<file path="src/sv/ptx_pkg.sv">
// ----------------------------------------------------------------------------
// ptx_pkg
// Shared types and constants of the perspective transform engine: datapath
// micro-operations, the command and status structs between the controller and
// the datapath, controller states, function codes and register indexes.
// ----------------------------------------------------------------------------
`default_nettype none

package ptx_pkg;

  // function codes of an input item
  localparam logic [1:0] FUNC_PROJECT = 2'd0;
  localparam logic [1:0] FUNC_NCLIP   = 2'd1;
  localparam logic [1:0] FUNC_AVG3    = 2'd2;
  localparam logic [1:0] FUNC_AVG4    = 2'd3;

  // configuration register indexes
  localparam logic [2:0] REG_ROT0     = 3'd0;
  localparam logic [2:0] REG_ROT1     = 3'd1;
  localparam logic [2:0] REG_ROT2     = 3'd2;
  localparam logic [2:0] REG_TRANS_XY = 3'd3;
  localparam logic [2:0] REG_TRANS_Z  = 3'd4;
  localparam logic [2:0] REG_SCR_OFF  = 3'd5;
  localparam logic [2:0] REG_DEPTH    = 3'd6;
  localparam logic [2:0] REG_AVG      = 3'd7;

  // status flag bit positions
  localparam int FLAG_IR1  = 0;
  localparam int FLAG_ZSAT = 3;
  localparam int FLAG_DIV  = 4;
  localparam int FLAG_SX   = 5;
  localparam int FLAG_SY   = 6;
  localparam int FLAG_IR0  = 7;
  localparam int FLAG_MAC0 = 8;
  localparam int FLAG_MAC  = 9;

  // quotient bits of the perspective divide (numerator is h shifted by 17)
  localparam int DIV_STEPS = 33;

  // last column of each multiply-accumulate sequence, and the last matrix row
  localparam logic [2:0] ROW_LAST_COL  = 3'd2;
  localparam logic [2:0] PRJ_LAST_COL  = 3'd2;
  localparam logic [2:0] CLIP_LAST_COL = 3'd5;
  localparam logic [1:0] ROW_LAST      = 2'd2;

  typedef enum logic [3:0] {
    OP_NONE,
    OP_LOAD,
    OP_ROW_MAC,
    OP_ROW_END,
    OP_DIV_INIT,
    OP_DIV_STEP,
    OP_DIV_END,
    OP_PRJ_MAC,
    OP_PRJ_END,
    OP_CLIP_MAC,
    OP_AVG_MAC,
    OP_Z0_END,
    OP_PUBLISH
  } dp_op_e;

  typedef enum logic [3:0] {
    ST_IDLE,
    ST_DISPATCH,
    ST_ROW_MAC,
    ST_ROW_END,
    ST_DIV_INIT,
    ST_DIV,
    ST_DIV_END,
    ST_PRJ_MAC,
    ST_PRJ_END,
    ST_CLIP,
    ST_AVG,
    ST_Z0_END,
    ST_PUBLISH
  } ctl_state_e;

  typedef struct packed {
    dp_op_e     op;
    logic [1:0] row;
    logic [2:0] col;
  } dp_cmd_t;

  typedef struct packed {
    logic [1:0] func;
    logic       out_free;
  } dp_status_t;

endpackage

`default_nettype wire

</file>
<file path="src/sv/ptx_ctrl.sv">
// ----------------------------------------------------------------------------
// ptx_ctrl
// Sequencer of the engine: steps the datapath through the multiply-accumulate,
// divide and clamp operations of one item and hands the result to the output.
// ----------------------------------------------------------------------------
`default_nettype none

module ptx_ctrl (
  input  wire                  clk_i,
  input  wire                  rst_ni,
  input  wire                  in_valid_i,
  output logic                 in_stall_o,
  input  ptx_pkg::dp_status_t  status_i,
  output ptx_pkg::dp_cmd_t     cmd_o
);
  import ptx_pkg::*;

  ctl_state_e state_q, state_d;
  logic [1:0] row_q, row_d;
  logic [2:0] col_q, col_d;
  logic [5:0] div_q, div_d;

  // state and counters
  always_ff @(posedge clk_i or negedge rst_ni) begin
    if (!rst_ni) begin
      state_q <= ST_IDLE;
      row_q   <= '0;
      col_q   <= '0;
      div_q   <= '0;
    end else begin
      state_q <= state_d;
      row_q   <= row_d;
      col_q   <= col_d;
      div_q   <= div_d;
    end
  end

  // next state
  always_comb begin
    state_d = state_q;
    row_d   = row_q;
    col_d   = col_q;
    div_d   = div_q;
    case (state_q)
      ST_IDLE: begin
        if (in_valid_i) state_d = ST_DISPATCH;
      end
      ST_DISPATCH: begin
        row_d = '0;
        col_d = '0;
        case (status_i.func)
          FUNC_PROJECT: state_d = ST_ROW_MAC;
          FUNC_NCLIP:   state_d = ST_CLIP;
          default:      state_d = ST_AVG;
        endcase
      end
      ST_ROW_MAC: begin
        if (col_q == ROW_LAST_COL) state_d = ST_ROW_END;
        else col_d = col_q + 3'd1;
      end
      ST_ROW_END: begin
        col_d = '0;
        if (row_q == ROW_LAST) begin
          state_d = ST_DIV_INIT;
        end else begin
          row_d   = row_q + 2'd1;
          state_d = ST_ROW_MAC;
        end
      end
      ST_DIV_INIT: begin
        div_d   = '0;
        state_d = ST_DIV;
      end
      ST_DIV: begin
        if (div_q == 6'(DIV_STEPS - 1)) state_d = ST_DIV_END;
        else div_d = div_q + 6'd1;
      end
      ST_DIV_END: begin
        col_d   = '0;
        state_d = ST_PRJ_MAC;
      end
      ST_PRJ_MAC: state_d = ST_PRJ_END;
      ST_PRJ_END: begin
        if (col_q == PRJ_LAST_COL) begin
          state_d = ST_PUBLISH;
        end else begin
          col_d   = col_q + 3'd1;
          state_d = ST_PRJ_MAC;
        end
      end
      ST_CLIP: begin
        if (col_q == CLIP_LAST_COL) state_d = ST_Z0_END;
        else col_d = col_q + 3'd1;
      end
      ST_AVG:    state_d = ST_Z0_END;
      ST_Z0_END: state_d = ST_PUBLISH;
      ST_PUBLISH: begin
        if (status_i.out_free) state_d = ST_IDLE;
      end
      default: state_d = ST_IDLE;
    endcase
  end

  // command to the datapath
  always_comb begin
    cmd_o.row  = row_q;
    cmd_o.col  = col_q;
    in_stall_o = (state_q != ST_IDLE);
    case (state_q)
      ST_IDLE:     cmd_o.op = in_valid_i ? OP_LOAD : OP_NONE;
      ST_ROW_MAC:  cmd_o.op = OP_ROW_MAC;
      ST_ROW_END:  cmd_o.op = OP_ROW_END;
      ST_DIV_INIT: cmd_o.op = OP_DIV_INIT;
      ST_DIV:      cmd_o.op = OP_DIV_STEP;
      ST_DIV_END:  cmd_o.op = OP_DIV_END;
      ST_PRJ_MAC:  cmd_o.op = OP_PRJ_MAC;
      ST_PRJ_END:  cmd_o.op = OP_PRJ_END;
      ST_CLIP:     cmd_o.op = OP_CLIP_MAC;
      ST_AVG:      cmd_o.op = OP_AVG_MAC;
      ST_Z0_END:   cmd_o.op = OP_Z0_END;
      ST_PUBLISH:  cmd_o.op = status_i.out_free ? OP_PUBLISH : OP_NONE;
      default:     cmd_o.op = OP_NONE;
    endcase
  end

endmodule

`default_nettype wire

</file>
<file path="src/sv/ptx_datapath.sv">
// ----------------------------------------------------------------------------
// ptx_datapath
// Configuration registers, Z and XY queues, one shared 18x20 multiplier with
// a 48-bit accumulator, a radix-2 restoring divider, clamps and the output
// register of the engine.
// ----------------------------------------------------------------------------
`default_nettype none

module ptx_datapath (
  input  wire                   clk_i,
  input  wire                   rst_ni,
  input  ptx_pkg::dp_cmd_t      cmd_i,
  output ptx_pkg::dp_status_t   status_o,
  input  wire                   cfg_write_i,
  input  wire  [2:0]            cfg_index_i,
  input  wire  [63:0]           cfg_data_i,
  input  wire  [1:0]            func_i,
  input  wire  signed [15:0]    vert_x_i,
  input  wire  signed [15:0]    vert_y_i,
  input  wire  signed [15:0]    vert_z_i,
  input  wire                   frac_shift_i,
  input  wire                   out_stall_i,
  output logic                  out_valid_o,
  output logic signed [10:0]    screen_x_o,
  output logic signed [10:0]    screen_y_o,
  output logic [15:0]           depth_o,
  output logic signed [15:0]    ir_one_o,
  output logic signed [15:0]    ir_two_o,
  output logic signed [15:0]    ir_three_o,
  output logic signed [31:0]    acc_one_o,
  output logic signed [31:0]    acc_two_o,
  output logic signed [31:0]    acc_three_o,
  output logic signed [31:0]    acc_zero_o,
  output logic [12:0]           depth_cue_o,
  output logic [9:0]            status_flags_o
);
  import ptx_pkg::*;

  localparam logic signed [47:0] S16_MIN  = -48'sd32768;
  localparam logic signed [47:0] S16_MAX  = 48'sd32767;
  localparam logic signed [47:0] S32_MIN  = -48'sd2147483648;
  localparam logic signed [47:0] S32_MAX  = 48'sd2147483647;
  localparam logic signed [47:0] S44_MIN  = -48'sd8796093022208;
  localparam logic signed [47:0] S44_MAX  = 48'sd8796093022207;
  localparam logic signed [47:0] U16_MAX  = 48'sd65535;
  localparam logic signed [47:0] SCR_MIN  = -48'sd1024;
  localparam logic signed [47:0] SCR_MAX  = 48'sd1023;
  localparam logic signed [47:0] IR0_MAX  = 48'sd4096;
  localparam logic [32:0]        PERSP_MAX = 33'h1FFFF;

  // configuration registers
  logic [47:0] rot_q [3];
  logic [63:0] trans_xy_q, scr_off_q, depth_par_q;
  logic [31:0] trans_z_q, avg_scale_q;

  // captured item and queues
  logic [1:0]         func_q;
  logic signed [15:0] vx_q, vy_q, vz_q;
  logic               frac_q;
  logic [15:0]        zq_q [4];
  logic [21:0]        xyq_q [3];

  // working registers
  logic signed [47:0] acc_q, acc_d;
  logic signed [15:0] ir_q [3];
  logic [31:0]        mac_q [3];
  logic [31:0]        mac0_q;
  logic [15:0]        depth_q;
  logic signed [10:0] sx_q, sy_q;
  logic [12:0]        ir0_q;
  logic [9:0]         flags_q;
  logic [15:0]        rem_q;
  logic [32:0]        quo_q;
  logic [16:0]        persp_q;
  logic               out_valid_q;

  // operand selection
  logic [47:0]        rot_sel;
  logic signed [15:0] coef, vsel;
  logic [31:0]        tr_sel;
  logic signed [10:0] px [3];
  logic signed [10:0] py [3];
  logic [17:0]        z_sum;
  logic signed [17:0] mul_a;
  logic signed [19:0] mul_b;
  logic signed [37:0] prod;
  logic signed [47:0] base;
  logic               negate;

  // clamp results
  logic signed [47:0] mac_r, sh12, sh16;
  logic signed [15:0] ir_clamp;
  logic               ir_sat;
  logic [15:0]        z_clamp;
  logic               z_sat;
  logic signed [10:0] scr_clamp;
  logic               scr_sat;
  logic [12:0]        ir0_clamp;
  logic               ir0_sat;
  logic               mac0_ovf, mac44_ovf;

  // divider step and rounding
  logic [16:0] rem_sh;
  logic        div_ge;
  logic [16:0] rem_sub;
  logic [33:0] q_round;

  logic out_free;

  always_comb begin
    for (int i = 0; i < 3; i++) begin
      px[i] = xyq_q[i][10:0];
      py[i] = xyq_q[i][21:11];
    end
  end

  // matrix coefficient, vertex component and translation of the current row
  always_comb begin
    case (cmd_i.row)
      2'd0:    begin rot_sel = rot_q[0]; tr_sel = trans_xy_q[31:0];  end
      2'd1:    begin rot_sel = rot_q[1]; tr_sel = trans_xy_q[63:32]; end
      default: begin rot_sel = rot_q[2]; tr_sel = trans_z_q;         end
    endcase
    case (cmd_i.col[1:0])
      2'd0:    begin coef = rot_sel[15:0];  vsel = vx_q; end
      2'd1:    begin coef = rot_sel[31:16]; vsel = vy_q; end
      default: begin coef = rot_sel[47:32]; vsel = vz_q; end
    endcase
  end

  assign z_sum = 18'(zq_q[1]) + 18'(zq_q[2]) + 18'(zq_q[3])
               + ((func_q == FUNC_AVG4) ? 18'(zq_q[0]) : 18'd0);

  // multiplier operand and addend selection
  always_comb begin
    mul_a  = '0;
    mul_b  = '0;
    base   = '0;
    negate = 1'b0;
    case (cmd_i.op)
      OP_ROW_MAC: begin
        mul_a = 18'(coef);
        mul_b = 20'(vsel);
        base  = (cmd_i.col == 3'd0) ? {{4{tr_sel[31]}}, tr_sel, 12'd0} : acc_q;
      end
      OP_PRJ_MAC: begin
        mul_b = $signed({3'b000, persp_q});
        case (cmd_i.col)
          3'd0: begin
            mul_a = 18'(ir_q[0]);
            base  = 48'($signed(scr_off_q[31:0]));
          end
          3'd1: begin
            mul_a = 18'(ir_q[1]);
            base  = 48'($signed(scr_off_q[63:32]));
          end
          default: begin
            mul_a = 18'($signed(depth_par_q[31:16]));
            base  = 48'($signed(depth_par_q[63:32]));
          end
        endcase
      end
      OP_CLIP_MAC: begin
        base   = (cmd_i.col == 3'd0) ? 48'sd0 : acc_q;
        negate = (cmd_i.col > 3'd2);
        case (cmd_i.col)
          3'd0:    begin mul_a = 18'(px[0]); mul_b = 20'(py[1]); end
          3'd1:    begin mul_a = 18'(px[1]); mul_b = 20'(py[2]); end
          3'd2:    begin mul_a = 18'(px[2]); mul_b = 20'(py[0]); end
          3'd3:    begin mul_a = 18'(px[0]); mul_b = 20'(py[2]); end
          3'd4:    begin mul_a = 18'(px[1]); mul_b = 20'(py[0]); end
          default: begin mul_a = 18'(px[2]); mul_b = 20'(py[1]); end
        endcase
      end
      OP_AVG_MAC: begin
        mul_a = (func_q == FUNC_AVG4) ? 18'($signed(avg_scale_q[31:16]))
                                      : 18'($signed(avg_scale_q[15:0]));
        mul_b = $signed({2'b00, z_sum});
      end
      default: ;
    endcase
  end

  // shared multiplier and accumulator adder
  assign prod  = mul_a * mul_b;
  assign acc_d = negate ? (base - 48'(prod)) : (base + 48'(prod));

  // clamps on the accumulator
  always_comb begin
    mac_r     = frac_q ? (acc_q >>> 12) : acc_q;
    sh12      = acc_q >>> 12;
    sh16      = acc_q >>> 16;
    mac44_ovf = (acc_q > S44_MAX) || (acc_q < S44_MIN);
    mac0_ovf  = (acc_q > S32_MAX) || (acc_q < S32_MIN);

    ir_sat   = 1'b1;
    if (mac_r < S16_MIN)      ir_clamp = 16'sh8000;
    else if (mac_r > S16_MAX) ir_clamp = 16'sh7FFF;
    else begin
      ir_clamp = mac_r[15:0];
      ir_sat   = 1'b0;
    end

    z_sat = 1'b1;
    if (sh12 < 48'sd0)        z_clamp = 16'h0000;
    else if (sh12 > U16_MAX)  z_clamp = 16'hFFFF;
    else begin
      z_clamp = sh12[15:0];
      z_sat   = 1'b0;
    end

    scr_sat = 1'b1;
    if (sh16 < SCR_MIN)       scr_clamp = -11'sd1024;
    else if (sh16 > SCR_MAX)  scr_clamp = 11'sd1023;
    else begin
      scr_clamp = sh16[10:0];
      scr_sat   = 1'b0;
    end

    ir0_sat = 1'b1;
    if (sh12 < 48'sd0)        ir0_clamp = 13'd0;
    else if (sh12 > IR0_MAX)  ir0_clamp = 13'd4096;
    else begin
      ir0_clamp = sh12[12:0];
      ir0_sat   = 1'b0;
    end
  end

  // restoring divider step and quotient rounding
  assign rem_sh  = {rem_q, quo_q[32]};
  assign div_ge  = (rem_sh >= {1'b0, depth_q});
  assign rem_sub = rem_sh - {1'b0, depth_q};
  assign q_round = {1'b0, quo_q} + 34'd1;

  assign out_free = !out_valid_q || !out_stall_i;
  assign status_o.func     = func_q;
  assign status_o.out_free = out_free;

  // configuration writes
  always_ff @(posedge clk_i or negedge rst_ni) begin
    if (!rst_ni) begin
      rot_q[0]    <= '0;
      rot_q[1]    <= '0;
      rot_q[2]    <= '0;
      trans_xy_q  <= '0;
      trans_z_q   <= '0;
      scr_off_q   <= '0;
      depth_par_q <= '0;
      avg_scale_q <= '0;
    end else if (cfg_write_i) begin
      case (cfg_index_i)
        REG_ROT0:     rot_q[0]    <= cfg_data_i[47:0];
        REG_ROT1:     rot_q[1]    <= cfg_data_i[47:0];
        REG_ROT2:     rot_q[2]    <= cfg_data_i[47:0];
        REG_TRANS_XY: trans_xy_q  <= cfg_data_i;
        REG_TRANS_Z:  trans_z_q   <= cfg_data_i[31:0];
        REG_SCR_OFF:  scr_off_q   <= cfg_data_i;
        REG_DEPTH:    depth_par_q <= cfg_data_i;
        REG_AVG:      avg_scale_q <= cfg_data_i[31:0];
        default: ;
      endcase
    end
  end

  // queues and output valid
  always_ff @(posedge clk_i or negedge rst_ni) begin
    if (!rst_ni) begin
      for (int i = 0; i < 4; i++) zq_q[i] <= '0;
      for (int i = 0; i < 3; i++) xyq_q[i] <= '0;
      out_valid_q <= 1'b0;
    end else begin
      if (cmd_i.op == OP_ROW_END && cmd_i.row == ROW_LAST) begin
        zq_q[0] <= zq_q[1];
        zq_q[1] <= zq_q[2];
        zq_q[2] <= zq_q[3];
        zq_q[3] <= z_clamp;
      end
      if (cmd_i.op == OP_PRJ_END && cmd_i.col == 3'd1) begin
        xyq_q[0] <= xyq_q[1];
        xyq_q[1] <= xyq_q[2];
        xyq_q[2] <= {scr_clamp, sx_q};
      end
      if (cmd_i.op == OP_PUBLISH) out_valid_q <= 1'b1;
      else if (!out_stall_i)      out_valid_q <= 1'b0;
    end
  end

  // item working registers
  always_ff @(posedge clk_i) begin
    case (cmd_i.op)
      OP_LOAD: begin
        func_q  <= func_i;
        vx_q    <= vert_x_i;
        vy_q    <= vert_y_i;
        vz_q    <= vert_z_i;
        frac_q  <= frac_shift_i;
        for (int i = 0; i < 3; i++) begin
          ir_q[i]  <= '0;
          mac_q[i] <= '0;
        end
        mac0_q  <= '0;
        depth_q <= '0;
        sx_q    <= '0;
        sy_q    <= '0;
        ir0_q   <= '0;
        flags_q <= '0;
      end
      OP_ROW_MAC, OP_PRJ_MAC, OP_CLIP_MAC, OP_AVG_MAC: acc_q <= acc_d;
      OP_ROW_END: begin
        mac_q[cmd_i.row] <= mac_r[31:0];
        ir_q[cmd_i.row]  <= ir_clamp;
        if (ir_sat)    flags_q[FLAG_IR1 + int'(cmd_i.row)] <= 1'b1;
        if (mac44_ovf) flags_q[FLAG_MAC] <= 1'b1;
        if (cmd_i.row == ROW_LAST) begin
          depth_q <= z_clamp;
          if (z_sat) flags_q[FLAG_ZSAT] <= 1'b1;
        end
      end
      OP_DIV_INIT: begin
        rem_q <= '0;
        quo_q <= {depth_par_q[15:0], 17'd0};
      end
      OP_DIV_STEP: begin
        rem_q <= div_ge ? rem_sub[15:0] : rem_sh[15:0];
        quo_q <= {quo_q[31:0], div_ge};
      end
      OP_DIV_END: begin
        if (depth_q == 16'd0) begin
          persp_q <= PERSP_MAX[16:0];
          flags_q[FLAG_DIV] <= 1'b1;
        end else if (q_round[33:1] > PERSP_MAX) begin
          persp_q <= PERSP_MAX[16:0];
          flags_q[FLAG_DIV] <= 1'b1;
        end else begin
          persp_q <= q_round[17:1];
        end
      end
      OP_PRJ_END: begin
        case (cmd_i.col)
          3'd0: begin
            sx_q <= scr_clamp;
            if (scr_sat) flags_q[FLAG_SX] <= 1'b1;
          end
          3'd1: begin
            sy_q <= scr_clamp;
            if (scr_sat) flags_q[FLAG_SY] <= 1'b1;
          end
          default: begin
            mac0_q <= acc_q[31:0];
            ir0_q  <= ir0_clamp;
            if (mac0_ovf) flags_q[FLAG_MAC0] <= 1'b1;
            if (ir0_sat)  flags_q[FLAG_IR0] <= 1'b1;
          end
        endcase
      end
      OP_Z0_END: begin
        mac0_q <= acc_q[31:0];
        if (mac0_ovf) flags_q[FLAG_MAC0] <= 1'b1;
        if (func_q[1]) begin
          depth_q <= z_clamp;
          if (z_sat) flags_q[FLAG_ZSAT] <= 1'b1;
        end
      end
      default: ;
    endcase
  end

  // output register
  always_ff @(posedge clk_i) begin
    if (cmd_i.op == OP_PUBLISH) begin
      screen_x_o     <= sx_q;
      screen_y_o     <= sy_q;
      depth_o        <= depth_q;
      ir_one_o       <= ir_q[0];
      ir_two_o       <= ir_q[1];
      ir_three_o     <= ir_q[2];
      acc_one_o      <= mac_q[0];
      acc_two_o      <= mac_q[1];
      acc_three_o    <= mac_q[2];
      acc_zero_o     <= mac0_q;
      depth_cue_o    <= ir0_q;
      status_flags_o <= flags_q;
    end
  end

  assign out_valid_o = out_valid_q;

endmodule

`default_nettype wire

</file>
<file path="src/sv/perspective_transform_engine.sv">
// ----------------------------------------------------------------------------
// perspective_transform_engine
// Geometry transform unit: vertex projection, normal clip and average Z.
// ----------------------------------------------------------------------------
// One item is processed at a time on a single shared multiplier. A projection
// runs these steps after its transfer is accepted: a dispatch step, nine
// multiply-accumulates and three row clamps, the one-bit-per-cycle perspective
// divider with its setup and rounding, three multiply-accumulate and clamp
// pairs for screen X, screen Y and the depth cue, and the publish step that
// loads the result register. A normal clip runs six multiply-accumulates and
// an average Z a single one, each followed by a Z0 end step and publish. The
// engine returns to idle after each publish before the next transfer. The
// result waits in an output register, so the next item is accepted while it is
// still stalled; that item's publish waits until the register is free.
// Configuration writes are always ready and must be issued while idle.
`default_nettype none

module perspective_transform_engine (
  input  wire                 clk_i,
  input  wire                 rst_ni,
  input  wire                 cfg_valid_i,
  output logic                cfg_ready_o,
  input  wire  [2:0]          cfg_index_i,
  input  wire  [63:0]         cfg_data_i,
  input  wire                 in_valid_i,
  output logic                in_stall_o,
  input  wire  [1:0]          func_i,
  input  wire  signed [15:0]  vert_x_i,
  input  wire  signed [15:0]  vert_y_i,
  input  wire  signed [15:0]  vert_z_i,
  input  wire                 frac_shift_i,
  output logic                out_valid_o,
  input  wire                 out_stall_i,
  output logic signed [10:0]  screen_x_o,
  output logic signed [10:0]  screen_y_o,
  output logic [15:0]         depth_o,
  output logic signed [15:0]  ir_one_o,
  output logic signed [15:0]  ir_two_o,
  output logic signed [15:0]  ir_three_o,
  output logic signed [31:0]  acc_one_o,
  output logic signed [31:0]  acc_two_o,
  output logic signed [31:0]  acc_three_o,
  output logic signed [31:0]  acc_zero_o,
  output logic [12:0]         depth_cue_o,
  output logic [9:0]          status_flags_o
);
  import ptx_pkg::*;

  dp_cmd_t    cmd;
  dp_status_t status;

  // register writes complete on every valid cycle
  assign cfg_ready_o = 1'b1;

  ptx_ctrl u_ctrl (
    .clk_i      (clk_i),
    .rst_ni     (rst_ni),
    .in_valid_i (in_valid_i),
    .in_stall_o (in_stall_o),
    .status_i   (status),
    .cmd_o      (cmd)
  );

  ptx_datapath u_datapath (
    .clk_i          (clk_i),
    .rst_ni         (rst_ni),
    .cmd_i          (cmd),
    .status_o       (status),
    .cfg_write_i    (cfg_valid_i & cfg_ready_o),
    .cfg_index_i    (cfg_index_i),
    .cfg_data_i     (cfg_data_i),
    .func_i         (func_i),
    .vert_x_i       (vert_x_i),
    .vert_y_i       (vert_y_i),
    .vert_z_i       (vert_z_i),
    .frac_shift_i   (frac_shift_i),
    .out_stall_i    (out_stall_i),
    .out_valid_o    (out_valid_o),
    .screen_x_o     (screen_x_o),
    .screen_y_o     (screen_y_o),
    .depth_o        (depth_o),
    .ir_one_o       (ir_one_o),
    .ir_two_o       (ir_two_o),
    .ir_three_o     (ir_three_o),
    .acc_one_o      (acc_one_o),
    .acc_two_o      (acc_two_o),
    .acc_three_o    (acc_three_o),
    .acc_zero_o     (acc_zero_o),
    .depth_cue_o    (depth_cue_o),
    .status_flags_o (status_flags_o)
  );

endmodule

`default_nettype wire
</file>
<file path="config.mk">
export PLATFORM = sky130hd
export DESIGN_NAME = perspective_transform_engine
export DESIGN_NICKNAME = d
export VERILOG_FILES = /design/src/sv/ptx_pkg.sv /design/src/sv/ptx_ctrl.sv /design/src/sv/ptx_datapath.sv /design/src/sv/perspective_transform_engine.sv
export SDC_FILE = /design/constraint.sdc
export NUM_CORES = 2
export LEC_CHECK = 0
export BUFFER_PORTS_ARGS = -buffer_cell sky130_fd_sc_hd__buf_2
export CORE_MARGIN = 2
export CORE_UTILIZATION = 50
export CTS_BUF_LIST = sky130_fd_sc_hd__clkbuf_16
export CTS_CLUSTER_SIZE = 40
export DETAILED_ROUTE_END_ITERATION = 6
export PLACE_DENSITY = 0.7
export SETUP_SLACK_MARGIN = 0.05
export SLEW_MARGIN = 20
export SYNTH_ARGS = -nofsm -noshare
export SYNTH_HDL_FRONTEND = slang
export SYNTH_HIERARCHICAL = 1
export SYNTH_SLANG_ARGS = --single-unit
</file>
<file path="constraint.sdc">
create_clock -name clk_i -period 12.5 [get_ports clk_i]
set_clock_uncertainty 0.2 [all_clocks]
set_input_delay 1.875 -clock clk_i [delete_from_list [all_inputs] [get_ports clk_i]]
set_output_delay 1.875 -clock clk_i [all_outputs]
set_load 0.02 [all_outputs]
</file>
==> impl_metrics.tcl <==
set metrics [dict create \
    grt_pass1_vias 49400 \
    period_needed_ps 12290 \
    clock-sinks 1185 \
    cp_data_required_time_ps 12810 \
    power.leakage_nw 35.7 \
    ys_async_sr_fraction_pct 46.1 \
    max_slew.worst_pin.slew_ps 1160 \
    seq_area_frac_synth_pct 48.3 \
    synth-edff-count 639 \
    rsz0062_at_grt "yes" \
    design_area_mm2 0.0817 \
    dr_wl_met3_mm 19.6 \
    critical_path_class "flip-flop to flip-flop" \
    routed.top_layer "met5" \
    met1_length_mm 85.8 \
    fill_cells 10900 \
    cap_violations 0 \
    die_w_um 373 \
    dr.pass1.iters 7 \
    setup_viol 0 \
    drive_gt1_share_pct 29.4 \
    place_area_mm2 0.0763 \
    hold_path_depth 0 \
    crit_path_start_kind "flip-flop" \
    cts_tree "yes" \
    violations "design-rule violations" \
    synth-xor-area-share_pct 1.87 \
    cp_slowest_cell "or4_4" \
    syn_area_mm2 0.0680 \
    cts-root-buf "clkbuf_16" \
    cts-buffers-inserted 118 \
    fin_ws_ps 213 \
    multiInputGateArea_mm2 0.0331 \
    reg2reg_depth 53 \
    synth_area_per_cell_um2 11.6 \
    hp-start "u_datapath/mac_q[2][10]" \
    htree_levels 3 \
    grt_pass1_wl_mm 316 \
    synth_compound_area_share_pct 8.97 \
    core_area_mm2 0.135 \
    ys_ff_latch 1185 \
    status "complete, but fails checks" \
    vias 50000 \
    drt_iter0_drc 5363 \
    detail-route-antenna-nets 0 \
    synthMuxAreaShare_pct 11.3 \
    synth_top_family_by_area "adder cells" \
    routedWlPerCell_um 25.0 \
    dpl.hpwl_mm 163 \
    post-place-cells 8380 \
    insertion_delay_ps 800 \
    grt_usage_pct 30.6 \
    pre_cts_ws_ps -800 \
    ctsHoldBuffers 0 \
    yosysTopAreaCellShare_pct 28.2 \
    synth_area_leaders "edfxtp_1 28%, dfrtp_1 20%, fa_1 11%, mux2_2 8.7%, ha_1 3.4%" \
    yosys_warnings 6 \
    num_rows 135 \
    cpPeakStageDelay_ps 610 \
    maxSlewViolCount 0 \
    die_area_mm2 0.139 \
    portBuffers 361 \
    synthDistinctLibCells 104 \
    syn_nets 6560 \
    synthAdderAreaFrac_pct 14.6 \
    boundaryPins 363 \
    synthFlopType "edfxtp_1" \
    arrival_ps 12600 \
    timing.hold.ws_ps 203 \
    gp_congestion 0.998 \
    ir_drop_v 0.000447 \
    worstSetupEndpointType "flip-flop" \
    drc_errors 2 \
    max_slew_margin_pct 22.0 \
    dieHeight_um 373 \
    wl_met2_mm 100 \
    fmax_mhz 81.4 \
    syn_inst 5871 \
    cts_max_path_buffers 3 \
    seq_area_mm2 0.0329 \
    fin_setup_tns_ps 0 \
    area.growth.synth_to_final_pct 20.1 \
    wl_mm 216 \
    yosysMostFrequentCell "edfxtp_1" \
    powerDensity_mw_per_mm2 332 \
    hold_violations 0 \
    synth-simple-area-share_pct 10.0 \
    via_per_inst 5.79 \
    cpMostUsedCell "fa_1" \
    fin_cells 8639 \
    start_util_pct 50.3 \
    hold_path_class "flip-flop to flip-flop" \
    synthTopCellsByCount "639 x edfxtp_1, 571 x inv_1, 569 x nand2_1" \
    finalCoreUtilization_pct 60.4 \
    crit_fanout 6 \
    finalCritPeriodShare_pct 98.3 \
    regToRegEndpoint "u_datapath/acc_q[45]" \
    gr-total-overflow 0 \
    synth_largest_area_cell "edfxtp_1" \
    grt_max_degree 194 \
    fin_nets 7444 \
    reg2reg_from "u_datapath/zq_q[17]" \
    antenna_found_initial 25 \
    hold_end "u_datapath/acc_three_o[10]" \
    path_clk_slew_ps 60 \
    reg2reg_slack_ps 210 \
    total_power_mw 27.1 \
]
[report_power, final]
group          total, mW  switching (mW)  internal (mW)
Clock               3.67            1.57           2.11
Sequential          6.65           0.873           5.77
Combinational       16.8            9.31           7.48
[layout by cell type (no fill, tap or decap), types with 41 or more instances in the layout]
cell type | Yosys | final
a21o_1 | 46 | 46
a21oi_1 | 211 | 183
a22oi_1 | 52 | 51
and2_1 | 104 | 103
buf_2 | 19 | 360
buf_4 | 5 | 651
clkbuf_16 | 0 | 119
dfrtp_1 | 546 | 542
edfxtp_1 | 639 | 639
fa_1 | 382 | 377
ha_1 | 184 | 163
inv_1 | 571 | 571
mux2_2 | 523 | 522
mux2i_1 | 181 | 181
nand2_1 | 569 | 557
nand2b_1 | 46 | 45
nand3_1 | 58 | 56
nand4_1 | 41 | 41
nor2_1 | 369 | 356
nor2b_1 | 49 | 48
o21ai_0 | 303 | 274
xnor2_1 | 86 | 82
xor2_1 | 59 | 56
[sequential cells by signal, summed over array words and instances, names as in the netlist, 33 cells and up]
signal,count
u_datapath/rot_q,144
u_datapath/mac_q,96
u_datapath/depth_par_q,64
u_datapath/scr_off_q,64
u_datapath/trans_xy_q,64
u_datapath/zq_q,64
u_datapath/acc_q,48
u_datapath/ir_q,48
u_datapath/px,33
u_datapath/py,33
u_datapath/quo_q,33
[how the worst max path moves through the flow]
stage                               startpoint              endpoint  slack, ps  cells past startpoint
after floorplan           u_datapath/func_q[1]  u_datapath/acc_q[45]         80                     50
after global placement              in_valid_i  u_datapath/acc_q[45]       -620                     46
after detailed placement            in_valid_i  u_datapath/acc_q[45]       -800                     45
after CTS                   u_datapath/zq_q[4]  u_datapath/acc_q[46]         50                     48
after global routing       u_datapath/zq_q[17]  u_datapath/acc_q[45]       -300                     53
final                      u_datapath/zq_q[17]  u_datapath/acc_q[45]        210                     53
[final cells by class]
type	count	share of cell area, %
antenna	5	0.0153
timing repair buffer	1049	9.01
clock inverter	99	1.27
sequential	1185	40.2
inverter	575	2.64
tap	1781	2.73
clock buffer	119	3.65
multi-input combinational	3826	40.5
[worst max-delay path: cells and delay by family, from the launching register on]
family,cells,cell delay [ps]
simple gates,8,1660
flops,1,390
compound gates,18,3080
buf+inv,11,1110
xor+xnor,4,470
fa+ha+maj,12,5120
[per-layer routing]
layer,vias to the layer above,global-route usage [%]
met5,-,0
met4,12,13.2
met3,428,6.13
met2,2296,48.0
met1,25200,41.5
li1,22100,-
[kinds of logic after synthesis]
logic type | Yosys count
AOI/OAI and AO/OA | 959
xor gates and xnor gates | 145
adders and majority gates | 566
buffers and inverters | 860
DFF | 1185
muxes | 705
other | 1
and+or+nand+nor | 1450
[timing repair]
item | 4_1_cts | 5_1_grt
pin swaps | 17 | 95
endpoints found under the hold margin | 0 | 0
setup endpoints to repair | 13 | 21
setup buffers | 10 | 26
gates resized for setup | 35 | 199
Note: power is estimated with default switching activity, not from simulation.
